`config.mk`:
```
export PLATFORM = sky130hd
export DESIGN_NAME = kruskal_min_spanning_tree_core
export DESIGN_NICKNAME = d
export VERILOG_FILES = /design/src/hw/rtl/kmst_pkg.sv /design/src/hw/rtl/kruskal_min_spanning_tree_core.sv
export SDC_FILE = /design/constraint.sdc
export NUM_CORES = 1
export LEC_CHECK = 0
export ABC_CLOCK_PERIOD_IN_PS = 4200
export BUFFER_PORTS_ARGS = -buffer_cell sky130_fd_sc_hd__buf_2
export CAP_MARGIN = 10
export CORE_ASPECT_RATIO = 1.4
export CORE_MARGIN = 2
export CORE_UTILIZATION = 25
export CTS_CLUSTER_DIAMETER = 120
export DETAILED_ROUTE_END_ITERATION = 8
export GPL_TIMING_DRIVEN = 0
export SETUP_SLACK_MARGIN = 0.15
export SYNTH_ARGS = -nofsm -noshare
export SYNTH_HDL_FRONTEND = slang
export SYNTH_SLANG_ARGS = --single-unit
```
`constraint.sdc`:
```
create_clock -name clock -period 4.2 [get_ports clock]
set_input_delay 0.42 -clock clock [delete_from_list [all_inputs] [get_ports clock]]
set_output_delay 0.42 -clock clock [all_outputs]
set_load 0.01 [all_outputs]
```
`src/hw/rtl/kmst_pkg.sv`:
```
package kmst_pkg;

   localparam int IDX_W    = 3;
   localparam int WEIGHT_W = 10;
   localparam int TOTAL_W  = 13;
   localparam int VC_W     = 4;

   localparam logic [WEIGHT_W-1:0] NO_EDGE  = 10'd999;
   localparam logic [TOTAL_W-1:0]  SUM_MAX  = 13'd8191;
   localparam logic [VC_W-1:0]     VC_RESET = 4'd8;

   // sequencer states, one-hot
   typedef enum logic [10:0] {
      ST_IDLE     = 11'b000_0000_0001,
      ST_CLEAR    = 11'b000_0000_0010,
      ST_SCAN     = 11'b000_0000_0100,
      ST_DRAIN    = 11'b000_0000_1000,
      ST_DECIDE   = 11'b000_0001_0000,
      ST_WALK_RD  = 11'b000_0010_0000,
      ST_WALK_CHK = 11'b000_0100_0000,
      ST_UNION    = 11'b000_1000_0000,
      ST_EMIT     = 11'b001_0000_0000,
      ST_REMOVE1  = 11'b010_0000_0000,
      ST_REMOVE2  = 11'b100_0000_0000
   } state_type;

endpackage

```
`src/hw/rtl/kruskal_min_spanning_tree_core.sv`:
```
// Minimum spanning tree engine (Kruskal). Matrix entries (row, column, weight) are
// loaded one item at a time; a weight of 0 (or 999 and up) means no edge. An entry
// without last_entry is only stored, and the block stays idle for the next entry.
// An entry with last_entry is stored and then starts the compute, during which
// req_stall stays high: the parent links of the n vertices are cleared (n =
// vertex_count clamped to 1..MAX_VERTICES), then each round scans the n x n matrix
// one entry per cycle through a single compare unit, walks parent links from both
// edge ends, joins the two trees when they differ and writes the result register
// (waiting while it is full and stalled), and removes the edge and its mirror from
// the matrix. One round runs per scanned edge until n-1 tree edges are found or
// the matrix runs dry. Each tree edge yields one result item; the final one has
// last_result set and connected = 1. When the edges run out early, an extra item
// with edge_valid = 0, connected = 0 and last_result = 1 closes the compute; a
// single vertex gives one such item with connected = 1. total_cost is the running
// sum, saturating at 8191. Matrix entries removed by a compute stay removed;
// reload them before computing again. Reading a matrix entry never written gives
// undefined results. vertex_count is written through csr_write_enable/csr_write_data
// (the user must write it only while the block is idle; the block itself does not
// enforce this).
module kruskal_min_spanning_tree_core #(
   parameter int MAX_VERTICES = 8
) (
   input  logic                          clock,
   input  logic                          reset,
   // matrix entry items
   input  logic                          req_valid,
   output logic                          req_stall,
   input  logic [kmst_pkg::IDX_W-1:0]    req_row_vertex,
   input  logic [kmst_pkg::IDX_W-1:0]    req_column_vertex,
   input  logic [kmst_pkg::WEIGHT_W-1:0] req_weight,
   input  logic                          req_last_entry,
   // result items
   output logic                          rsp_valid,
   input  logic                          rsp_stall,
   output logic                          rsp_edge_valid,
   output logic [kmst_pkg::IDX_W-1:0]    rsp_from_vertex,
   output logic [kmst_pkg::IDX_W-1:0]    rsp_to_vertex,
   output logic [kmst_pkg::WEIGHT_W-1:0] rsp_edge_cost,
   output logic [kmst_pkg::TOTAL_W-1:0]  rsp_total_cost,
   output logic                          rsp_connected,
   output logic                          rsp_last_result,
   // vertex_count register
   input  logic                          csr_write_enable,
   input  logic [kmst_pkg::VC_W-1:0]     csr_write_data
);
   import kmst_pkg::*;

   localparam int VW = (MAX_VERTICES > 1) ? $clog2(MAX_VERTICES) : 1;  // vertex index
   localparam int CW = $clog2(MAX_VERTICES + 1);                      // counts up to n
   localparam int AW = $clog2(MAX_VERTICES * MAX_VERTICES);           // matrix address

   function automatic logic [AW-1:0] cell_addr(input logic [VW-1:0] r,
                                                input logic [VW-1:0] c);
      cell_addr = AW'(r) * AW'(MAX_VERTICES) + AW'(c);
   endfunction

   // weight matrix, one write and one registered read per cycle
   logic [WEIGHT_W-1:0] mat_mem [MAX_VERTICES*MAX_VERTICES];
   logic [WEIGHT_W-1:0] mat_rdata_ff;
   logic                mat_we;
   logic [AW-1:0]       mat_waddr;
   logic [WEIGHT_W-1:0] mat_wdata;
   logic [AW-1:0]       mat_raddr;

   // parent links: 0 is root, p means parent is vertex p-1
   logic [CW-1:0] par_mem [MAX_VERTICES];
   logic [CW-1:0] par_rdata_ff;
   logic          par_we;
   logic [VW-1:0] par_waddr;
   logic [CW-1:0] par_wdata;

   // control
   state_type            state_ff, state_in;
   logic                 rsp_valid_ff, rsp_valid_in;
   logic [VC_W-1:0]      vc_ff, vc_in;
   logic [CW-1:0]        edges_ff, edges_in;
   logic [TOTAL_W-1:0]   sum_ff, sum_in;
   logic                 rd_vld_ff, rd_vld_in;

   // datapath
   logic [CW-1:0]        n_ff, n_in;
   logic [VW-1:0]        i_ff, i_in, j_ff, j_in;
   logic [VW-1:0]        rd_i_ff, rd_i_in, rd_j_ff, rd_j_in;
   logic [WEIGHT_W-1:0]  best_ff, best_in;
   logic [VW-1:0]        ba_ff, ba_in, bb_ff, bb_in;
   logic [VW-1:0]        clr_ff, clr_in;
   logic [VW-1:0]        walk_v_ff, walk_v_in;
   logic [CW-1:0]        steps_ff, steps_in;
   logic                 side_ff, side_in;
   logic [VW-1:0]        ru_ff, ru_in, rv_ff, rv_in;
   logic                 emit_edge_ff, emit_edge_in;
   logic                 emit_conn_ff, emit_conn_in;
   logic                 emit_last_ff, emit_last_in;

   // result register payload
   logic                 out_edge_ff, out_edge_in;
   logic [IDX_W-1:0]     out_from_ff, out_from_in;
   logic [IDX_W-1:0]     out_to_ff, out_to_in;
   logic [WEIGHT_W-1:0]  out_cost_ff, out_cost_in;
   logic [TOTAL_W-1:0]   out_total_ff, out_total_in;
   logic                 out_conn_ff, out_conn_in;
   logic                 out_last_ff, out_last_in;

   logic                 req_take;
   logic                 rsp_free;
   logic                 in_range;
   logic [CW-1:0]        n_req;
   logic [CW-1:0]        n_last;
   logic [TOTAL_W:0]     sum_wide;

   assign req_stall = (state_ff != ST_IDLE);
   assign req_take  = req_valid && !req_stall;
   assign rsp_free  = !rsp_valid_ff || !rsp_stall;
   assign in_range  = (32'(req_row_vertex) < MAX_VERTICES) &&
                      (32'(req_column_vertex) < MAX_VERTICES);
   assign n_last    = n_ff - CW'(1);
   assign sum_wide  = {1'b0, sum_ff} + (TOTAL_W+1)'(best_ff);

   // vertex count in use, clamped to 1..MAX_VERTICES
   always_comb begin
      if (vc_ff == '0) begin
         n_req = CW'(1);
      end else if (32'(vc_ff) > MAX_VERTICES) begin
         n_req = CW'(MAX_VERTICES);
      end else begin
         n_req = CW'(vc_ff);
      end
   end

   always_comb begin
      state_in     = state_ff;
      rsp_valid_in = rsp_valid_ff && rsp_stall;
      vc_in        = csr_write_enable ? csr_write_data : vc_ff;
      edges_in     = edges_ff;
      sum_in       = sum_ff;
      rd_vld_in    = 1'b0;

      n_in         = n_ff;
      i_in         = i_ff;
      j_in         = j_ff;
      rd_i_in      = i_ff;
      rd_j_in      = j_ff;
      best_in      = best_ff;
      ba_in        = ba_ff;
      bb_in        = bb_ff;
      clr_in       = clr_ff;
      walk_v_in    = walk_v_ff;
      steps_in     = steps_ff;
      side_in      = side_ff;
      ru_in        = ru_ff;
      rv_in        = rv_ff;
      emit_edge_in = emit_edge_ff;
      emit_conn_in = emit_conn_ff;
      emit_last_in = emit_last_ff;

      out_edge_in  = out_edge_ff;
      out_from_in  = out_from_ff;
      out_to_in    = out_to_ff;
      out_cost_in  = out_cost_ff;
      out_total_in = out_total_ff;
      out_conn_in  = out_conn_ff;
      out_last_in  = out_last_ff;

      mat_we    = 1'b0;
      mat_waddr = cell_addr(VW'(req_row_vertex), VW'(req_column_vertex));
      mat_wdata = req_weight;
      mat_raddr = cell_addr(i_ff, j_ff);
      par_we    = 1'b0;
      par_waddr = clr_ff;
      par_wdata = '0;

      // shared compare unit: data read in the previous scan cycle
      if (rd_vld_ff && mat_rdata_ff != '0 && mat_rdata_ff < best_ff) begin
         best_in = mat_rdata_ff;
         ba_in   = rd_i_ff;
         bb_in   = rd_j_ff;
      end

      case (state_ff)
         ST_IDLE: begin
            if (req_take) begin
               mat_we = in_range;
               if (req_last_entry) begin
                  n_in     = n_req;
                  edges_in = '0;
                  sum_in   = '0;
                  clr_in   = '0;
                  if (n_req == CW'(1)) begin
                     // single vertex: trivially spanned
                     emit_edge_in = 1'b0;
                     emit_conn_in = 1'b1;
                     emit_last_in = 1'b1;
                     state_in     = ST_EMIT;
                  end else begin
                     state_in = ST_CLEAR;
                  end
               end
            end
         end
         ST_CLEAR: begin
            par_we = 1'b1;
            clr_in = clr_ff + VW'(1);
            if (CW'(clr_ff) == n_last) begin
               i_in     = '0;
               j_in     = '0;
               best_in  = NO_EDGE;
               ba_in    = '0;
               bb_in    = '0;
               state_in = ST_SCAN;
            end
         end
         ST_SCAN: begin
            rd_vld_in = 1'b1;
            if (CW'(j_ff) == n_last) begin
               j_in = '0;
               i_in = i_ff + VW'(1);
               if (CW'(i_ff) == n_last) begin
                  state_in = ST_DRAIN;
               end
            end else begin
               j_in = j_ff + VW'(1);
            end
         end
         ST_DRAIN: begin
            // last compare lands at this edge
            state_in = ST_DECIDE;
         end
         ST_DECIDE: begin
            if (best_ff == NO_EDGE) begin
               // matrix ran dry before the tree closed
               emit_edge_in = 1'b0;
               emit_conn_in = 1'b0;
               emit_last_in = 1'b1;
               state_in     = ST_EMIT;
            end else begin
               side_in   = 1'b0;
               walk_v_in = ba_ff;
               steps_in  = '0;
               state_in  = ST_WALK_RD;
            end
         end
         ST_WALK_RD: begin
            state_in = ST_WALK_CHK;
         end
         ST_WALK_CHK: begin
            if (par_rdata_ff == '0 || steps_ff == n_ff) begin
               if (!side_ff) begin
                  ru_in     = walk_v_ff;
                  side_in   = 1'b1;
                  walk_v_in = bb_ff;
                  steps_in  = '0;
                  state_in  = ST_WALK_RD;
               end else begin
                  rv_in    = walk_v_ff;
                  state_in = ST_UNION;
               end
            end else begin
               walk_v_in = VW'(par_rdata_ff - CW'(1));
               steps_in  = steps_ff + CW'(1);
               state_in  = ST_WALK_RD;
            end
         end
         ST_UNION: begin
            if (ru_ff != rv_ff) begin
               edges_in     = edges_ff + CW'(1);
               sum_in       = sum_wide[TOTAL_W] ? SUM_MAX : sum_wide[TOTAL_W-1:0];
               par_we       = 1'b1;
               par_waddr    = rv_ff;
               par_wdata    = CW'(ru_ff) + CW'(1);
               emit_edge_in = 1'b1;
               emit_conn_in = (edges_ff + CW'(1)) == n_last;
               emit_last_in = (edges_ff + CW'(1)) == n_last;
               state_in     = ST_EMIT;
            end else begin
               state_in = ST_REMOVE1;
            end
         end
         ST_EMIT: begin
            if (rsp_free) begin
               rsp_valid_in = 1'b1;
               out_edge_in  = emit_edge_ff;
               out_from_in  = emit_edge_ff ? IDX_W'(ba_ff) : '0;
               out_to_in    = emit_edge_ff ? IDX_W'(bb_ff) : '0;
               out_cost_in  = emit_edge_ff ? best_ff : '0;
               out_total_in = sum_ff;
               out_conn_in  = emit_conn_ff;
               out_last_in  = emit_last_ff;
               state_in     = emit_edge_ff ? ST_REMOVE1 : ST_IDLE;
            end
         end
         ST_REMOVE1: begin
            mat_we    = 1'b1;
            mat_waddr = cell_addr(ba_ff, bb_ff);
            mat_wdata = '0;
            state_in  = ST_REMOVE2;
         end
         ST_REMOVE2: begin
            mat_we    = 1'b1;
            mat_waddr = cell_addr(bb_ff, ba_ff);
            mat_wdata = '0;
            if (edges_ff == n_last) begin
               state_in = ST_IDLE;
            end else begin
               i_in     = '0;
               j_in     = '0;
               best_in  = NO_EDGE;
               ba_in    = '0;
               bb_in    = '0;
               state_in = ST_SCAN;
            end
         end
         default: begin
            state_in = ST_IDLE;
         end
      endcase
   end

   // matrix storage
   always_ff @(posedge clock) begin
      if (mat_we) begin
         mat_mem[mat_waddr] <= mat_wdata;
      end
      mat_rdata_ff <= mat_mem[mat_raddr];
   end

   // parent link storage, read address follows the walk pointer
   always_ff @(posedge clock) begin
      if (par_we) begin
         par_mem[par_waddr] <= par_wdata;
      end
      par_rdata_ff <= par_mem[walk_v_ff];
   end

   always_ff @(posedge clock) begin
      if (reset) begin
         state_ff     <= ST_IDLE;
         rsp_valid_ff <= 1'b0;
         vc_ff        <= VC_RESET;
         edges_ff     <= '0;
         sum_ff       <= '0;
         rd_vld_ff    <= 1'b0;
      end else begin
         state_ff     <= state_in;
         rsp_valid_ff <= rsp_valid_in;
         vc_ff        <= vc_in;
         edges_ff     <= edges_in;
         sum_ff       <= sum_in;
         rd_vld_ff    <= rd_vld_in;
      end
   end

   always_ff @(posedge clock) begin
      n_ff         <= n_in;
      i_ff         <= i_in;
      j_ff         <= j_in;
      rd_i_ff      <= rd_i_in;
      rd_j_ff      <= rd_j_in;
      best_ff      <= best_in;
      ba_ff        <= ba_in;
      bb_ff        <= bb_in;
      clr_ff       <= clr_in;
      walk_v_ff    <= walk_v_in;
      steps_ff     <= steps_in;
      side_ff      <= side_in;
      ru_ff        <= ru_in;
      rv_ff        <= rv_in;
      emit_edge_ff <= emit_edge_in;
      emit_conn_ff <= emit_conn_in;
      emit_last_ff <= emit_last_in;
      out_edge_ff  <= out_edge_in;
      out_from_ff  <= out_from_in;
      out_to_ff    <= out_to_in;
      out_cost_ff  <= out_cost_in;
      out_total_ff <= out_total_in;
      out_conn_ff  <= out_conn_in;
      out_last_ff  <= out_last_in;
   end

   assign rsp_valid       = rsp_valid_ff;
   assign rsp_edge_valid  = out_edge_ff;
   assign rsp_from_vertex = out_from_ff;
   assign rsp_to_vertex   = out_to_ff;
   assign rsp_edge_cost   = out_cost_ff;
   assign rsp_total_cost  = out_total_ff;
   assign rsp_connected   = out_conn_ff;
   assign rsp_last_result = out_last_ff;

endmodule

```
**Yosys cells after proc, flatten, opt, wreduce, memory -nomap -nowiden**

Memory sizes are Yosys's and may differ from the RTL's. A register that Yosys moved wholly into a read port is not among the register bits.
Index checks and enable logic that the tools add are counted.

- ROM bits: 0
- Memories kept: 2
- Input bits: 26
- Latch bits: 0
- Bits in registers: 118
- RAM bits: 672
- Output and inout bits: 34
- Logic and storage cells: 199

- Equality and inequality tests: 34
- Shift-type cells: 0
- Div/mod/pow operators: 0
- Bitwise gates (word level): 1
- $add $sub $neg: 13
- Multiplexer cells: 87
- $mul: 0
- Reduce and logical (&&, ||, !) cells: 30
- $lt $le $gt $ge: 2

Memories:

| memory | words | width | read ports | clocked after memory_dff | wr ports | line | source |
|---|---|---|---|---|---|---|---|
| mat_mem | 64 | 10 | 1 | 1 | 1 | kruskal_min_spanning_tree_core.sv:58 | `logic [WEIGHT_W-1:0] mat_mem [MAX_VERTICES*MAX_VERTICES];` |
| par_mem | 8 | 4 | 1 | 1 | 1 | kruskal_min_spanning_tree_core.sv:66 | `logic [CW-1:0] par_mem [MAX_VERTICES];` |

Operators by type and width:

| operator | count |
|---|---|
| $pmux W11 S11 | 1 |
| $mux W11 | 7 |
| $mux W10 | 6 |
| $mux W3 | 18 |
| $mux W13 | 4 |
| $mux W4 | 10 |
| $pmux W13 S2 | 1 |
| $add A6 B3 Y6 | 4 |
| $ne A2 B2 Y1 const B | 12 |
| $pmux W3 S2 | 4 |
| $mux W1 | 21 |
| $reduce_and A3 Y1 | 7 |
| $pmux W10 S2 | 1 |
| $mux W9 | 2 |
| $pmux W3 S3 | 2 |
| $pmux W4 S2 | 2 |
| $add A13 B10 Y14 | 1 |
| $eq A3 B4 Y1 | 3 |
| $eq A4 B4 Y1 | 3 |
| $pmux W6 S2 | 1 |
| $reduce_and A6 Y1 | 2 |
| $eq A11 B1 Y1 const B | 1 |
| $eq A11 B10 Y1 const B | 1 |
| $eq A11 B11 Y1 const B | 1 |
| other kinds (34) | 52 |

**Depth between registers and ports, before layout**

- Depth in word-level cells: 8
- Depth in mapped cells: 10
- Mapped depth without buffers: 9

**Worst setup path after synthesis**

Ideal clock, no wire load.

- Kind: flip-flop to flip-flop
- Start: register state_ff[4]
- End: register out_conn_ff (netlist: rsp_connected) (enable)
- Buffers on the path: 1
- Data arrival time: 2.821 ns
- Stages on the path, launching flop included: 6
- Required time: 3.768 ns
- Path slack: 0.947 ns
- Clock period less this slack: 3.253 ns
- Library setup time: 0.432 ns
- Path through: dfxtp_1 -> buf_2 -> or4_4 -> nor2_4 -> nand2_1 -> a21oi_1

- Cells in the longest elaborated chain, start to end: 2

Ends and longest elaborated chain:

| item | line | source |
|---|---|---|
| from (decl) | kruskal_min_spanning_tree_core.sv:73 | `state_type state_ff, state_in;` |
| from (signal assigned) | kruskal_min_spanning_tree_core.sv:343 | `state_ff <= state_in;` |
| $eq A11 B9 Y1 | kruskal_min_spanning_tree_core.sv:179 | `case (state_ff)` |
| $reduce_and A2 Y1 (no line) | n/a |  |
| to (signal assigned) | kruskal_min_spanning_tree_core.sv:375 | `out_conn_ff <= out_conn_in;` |
| to (decl) | kruskal_min_spanning_tree_core.sv:101 | `logic out_conn_ff, out_conn_in;` |

No other way between the ends.
A chain may end at the register's enable or synchronous reset.

**Worst setup path in the final report**

- Start: register j_ff[2]
- End: register mat_rdata_ff[5], read port of mat_mem

- Cells in the longest elaborated chain, start to end: 1

Ends and longest elaborated chain:

| item | line | source |
|---|---|---|
| from (decl) | kruskal_min_spanning_tree_core.sv:82 | `logic [VW-1:0] i_ff, i_in, j_ff, j_in;` |
| from (signal assigned) | kruskal_min_spanning_tree_core.sv:355 | `j_ff <= j_in;` |
| $add A6 B3 Y6 | kruskal_min_spanning_tree_core.sv:54 | `cell_addr = AW'(r) * AW'(MAX_VERTICES) + AW'(c);` |
| to (decl) | kruskal_min_spanning_tree_core.sv:59 | `logic [WEIGHT_W-1:0] mat_rdata_ff;` |

No other way between the ends.

==> summary.md <==
| Metric | Value |
|---|---|
| Req. time, crit path | `4610 ps` |
| Slew @ Worst Pin | `1360 ps` |
| CP Launch Type | `flip-flop` |
| Reg-to-Reg End | `mat_rdata_ff[5]` |
| Worst VDD drop | `0.295 mV` |
| Hpwl dp | `56.5 mm` |
| I/O Buffers | `58` |
| Drt total wl | `80.4 mm` |
| Sequential share of the synthesized area | `72.5%` |
| DRT iter0 DRCs | `approximately 1400` |
| Final hold slack | `between 40 and 50 ps` |
| CTS buffer count | `roughly 70` |
| F_max | `0.252 GHz` |
| Post-route cell area | `0.0373 sq mm` |
| Clock Path Buffers | `3` |
| Initial antenna violation count | `2` |
| Via count | `17000` |
| CP max FO | `10` |
| Hold Path Origin | `csr_write_data[1]` |
| Pins Over Slew Limit | `0` |
| Core Footprint | `between 0.1 and 0.15 sq mm` |
| Status | `finished, final reports clean` |
| DIE AREA | `about 0.13 sq mm` |
| CP Capture Type | `flip-flop` |
| Final Total Pwr | `16.3 mW` |
| Distinct cell type count after synthesis | `77` |
| Final hold viol count | `0` |
| Die width | `around 310 um` |
| First-pass GRT wire length | `about 120 mm` |
| GRT overflow | `0` |
| Max cap viols | `0` |
| PD cells | `437 mW/mm^2` |
| Final setup violation count | `0` |
| CTS tree | `yes` |
| Synth area leader | `edfxtp_1` |
| Gr usage total | `12.0%` |
| Ys async rst share | `0%` |
| Top cell type's share of synthesized area | `between 60% and 70%` |
| Clock net sink count | `804` |
| Area after DPL | `0.0350 sq mm` |
| Largest net degree at the start of global routing | `53` |
| Arrival time at the worst endpoint | `4370 ps` |
| Worst-Skew Late Latency | `between 600 and 700 ps` |
| Finished Layout Cells | `about 3700` |
| Post-layout min period | `3960 ps` |
| Syn_nets | `1866` |
| Final #Nets | `2015` |
| Top cells by area, synth | `edfxtp_1, mux4_2, dfxtp_1, nor2_1, ha_1` |
| Crit path top cell by count | `clkbuf_1` |
| Share of layout cells above drive strength 1 | `between 20% and 30%` |
| Dpl ws | `116 ps` |
| Relative slew slack | `between 8 and 9%` |
| Seq cells post-synth | `804` |
| Placed insts | `around 3500` |
| Number of I/O pins | `60` |
| Main synth FF type | `edfxtp_1` |
| Vias in the first global route | `between 15000 and 20000` |
| Setup tns final | `0 ps` |
| Worst-path clk slew | `~70 ps` |
| Critical path class | `reg2reg` |
| Post-route clock period utilization | `around 94%` |
| Row cnt | `156` |
| P_leak | `11.8 nW` |
| Most common library cells after synthesis | `edfxtp_1, mux4_2, nor2_1, nand2_1, dfxtp_1` |
| Ys Warns | `0` |
| Cells after Synth | `1812` |
| DR WL/cell | `21.9 um` |
| Initial Util | `between 20% and 30%` |
| Slowest cell on the critical path | `clkbuf_1` |
| CP Cell Sequence | `clkbuf_1 -> clkbuf_1 -> clkbuf_1 -> mux4_2 -> o221ai_1 -> nor2_1 -> nor2_1 -> o311ai_0` |
| Vias/cell | `4.63` |
| Fillers | `12500` |
| Crit path largest cell delay | `770 ps` |
| Syn_area_per_cell | `approximately 18 sq um` |
| RSZ-0062 raised after global routing | `true` |
| # Post-CTS Setup Buffers | `0` |
| GPL Wtd Cong | `around 0.88` |
| Type of the worst min-delay path | `in2reg` |
| DRC | `0` |
| Setup ws final | `235 ps` |
| # H-tree levels | `3` |
| Cell area after synthesis | `around 0.032 sq mm` |
| Core Util, Final | `29.0%` |
| Worst hold endpoint | `vc_ff[1]` |
| FF-to-FF Start | `j_ff[2]` |
| EDFF count, synth | `734` |
| Clock skew | `roughly 27 ps` |
| WHS Path Cells | `3` |
| Root Buffer Master | `clkbuf_16` |
| Cell with the most instances after synthesis | `edfxtp_1` |
| Worst R2R Path Depth | `8` |
| Pre-antenna DRT Iters | `5` |
| P&R area growth vs syn | `15.5%` |
| R2R setup slack | `about 240 ps` |
| Die height | `429 um` |
| Antenna-violating nets left | `0` |
## cell usage in the layout, fill, tap and decap left out, drive strengths merged, types with 14 or more instances in the layout
master  count
edfxtp    734
mux4      168
nor2      165
clkbuf    123
buf       117
nand2      75
dfxtp      70
o21ai      42
and2       35
inv        34
a21oi      31
nor2b      30
ha         27
nor3       26
xnor2      23
nand3      22
clkinv     22
a211oi     21
a22o       17
xor2       16
mux2i      15
o211ai     14
## critical path, delay by kind of cell (launching register included)
kind	cells	cell delay, ps
AOI/OAI and AO/OA	2	560
buffers and inverters	3	1710
DFF	1	340
muxes	1	430
and+or+nand+nor	2	690
## layout make-up
class                      count  area, sq um  area share (%)
multi-input combinational    892         8430            22.6
tap                         1659         2080            5.56
clock inverter                41          464            1.24
sequential                   804        23400            62.8
antenna                        2         5.00          0.0134
clock buffer                  82         1840            4.93
timing repair buffer          75          577            1.55
buffer                        85          374            1.00
inverter                      31          116           0.312
## how the worst max path moves through the flow
| stage | from | end | slack (ps) | cells after the start |
|---|---|---|---|---|
| after global routing | state_ff[8] | mat_mem[46][2] | 120 | 7 |
| after detailed placement | j_ff[2] | mat_rdata_ff[3] | 120 | 8 |
| after global placement | state_ff[7] | mat_mem[30][4] | -180 | 6 |
| after CTS | j_ff[0] | mat_rdata_ff[5] | 250 | 8 |
| final | j_ff[2] | mat_rdata_ff[5] | 240 | 8 |
| after floorplan | state_ff[4] | rsp_connected | 950 | 5 |
## repair_timing
| item | in CTS | in global routing |
|---|---|---|
| setup endpoints to repair | 3 | 71 |
| resized for setup | 1 | 5 |
| pin swaps | 0 | 0 |
| gates cloned | 0 | 0 |
| hold buffers | 2 | 0 |
| endpoints found under the hold margin | 2 | 0 |
## report_power, final
part	switching, mW	leakage [nW]	internal [mW]
combinational	0.566	3.56	0.287
clock	2.90	1.11	3.71
sequential	0.0573	7.10	8.80
## per-layer routing
layer / GRT usage (%) / vias up / wire (um)
li1: - / 7537 / -
met1: 12.8 / 8798 / 28800
met2: 22.9 / 520 / 44000
met3: 1.28 / 147 / 3470
met4: 6.50 / 2 / 4020
met5: 0 / - / 13
## state kept, by name, indices dropped and copies added (netlist names), 4 cells and up
signal / flops
mat_mem: 640
par_mem: 32
rsp_total_cost: 13
sum_ff: 13
state_ff: 11
best_ff: 10
mat_rdata_ff: 10
rsp_edge_cost: 10
edges_ff: 4
n_ff: 4
par_rdata_ff: 4
steps_ff: 4
vc_ff: 4
## cells by family after synthesis
group           synth area share (%)
xor+xnor                        1.13
compound gates                  4.98
fa+ha+maj                       1.11
flops                           72.5
mux                             12.4
buf+inv                         1.51
simple gates                    6.37
(Power assumes the default switching activity.)
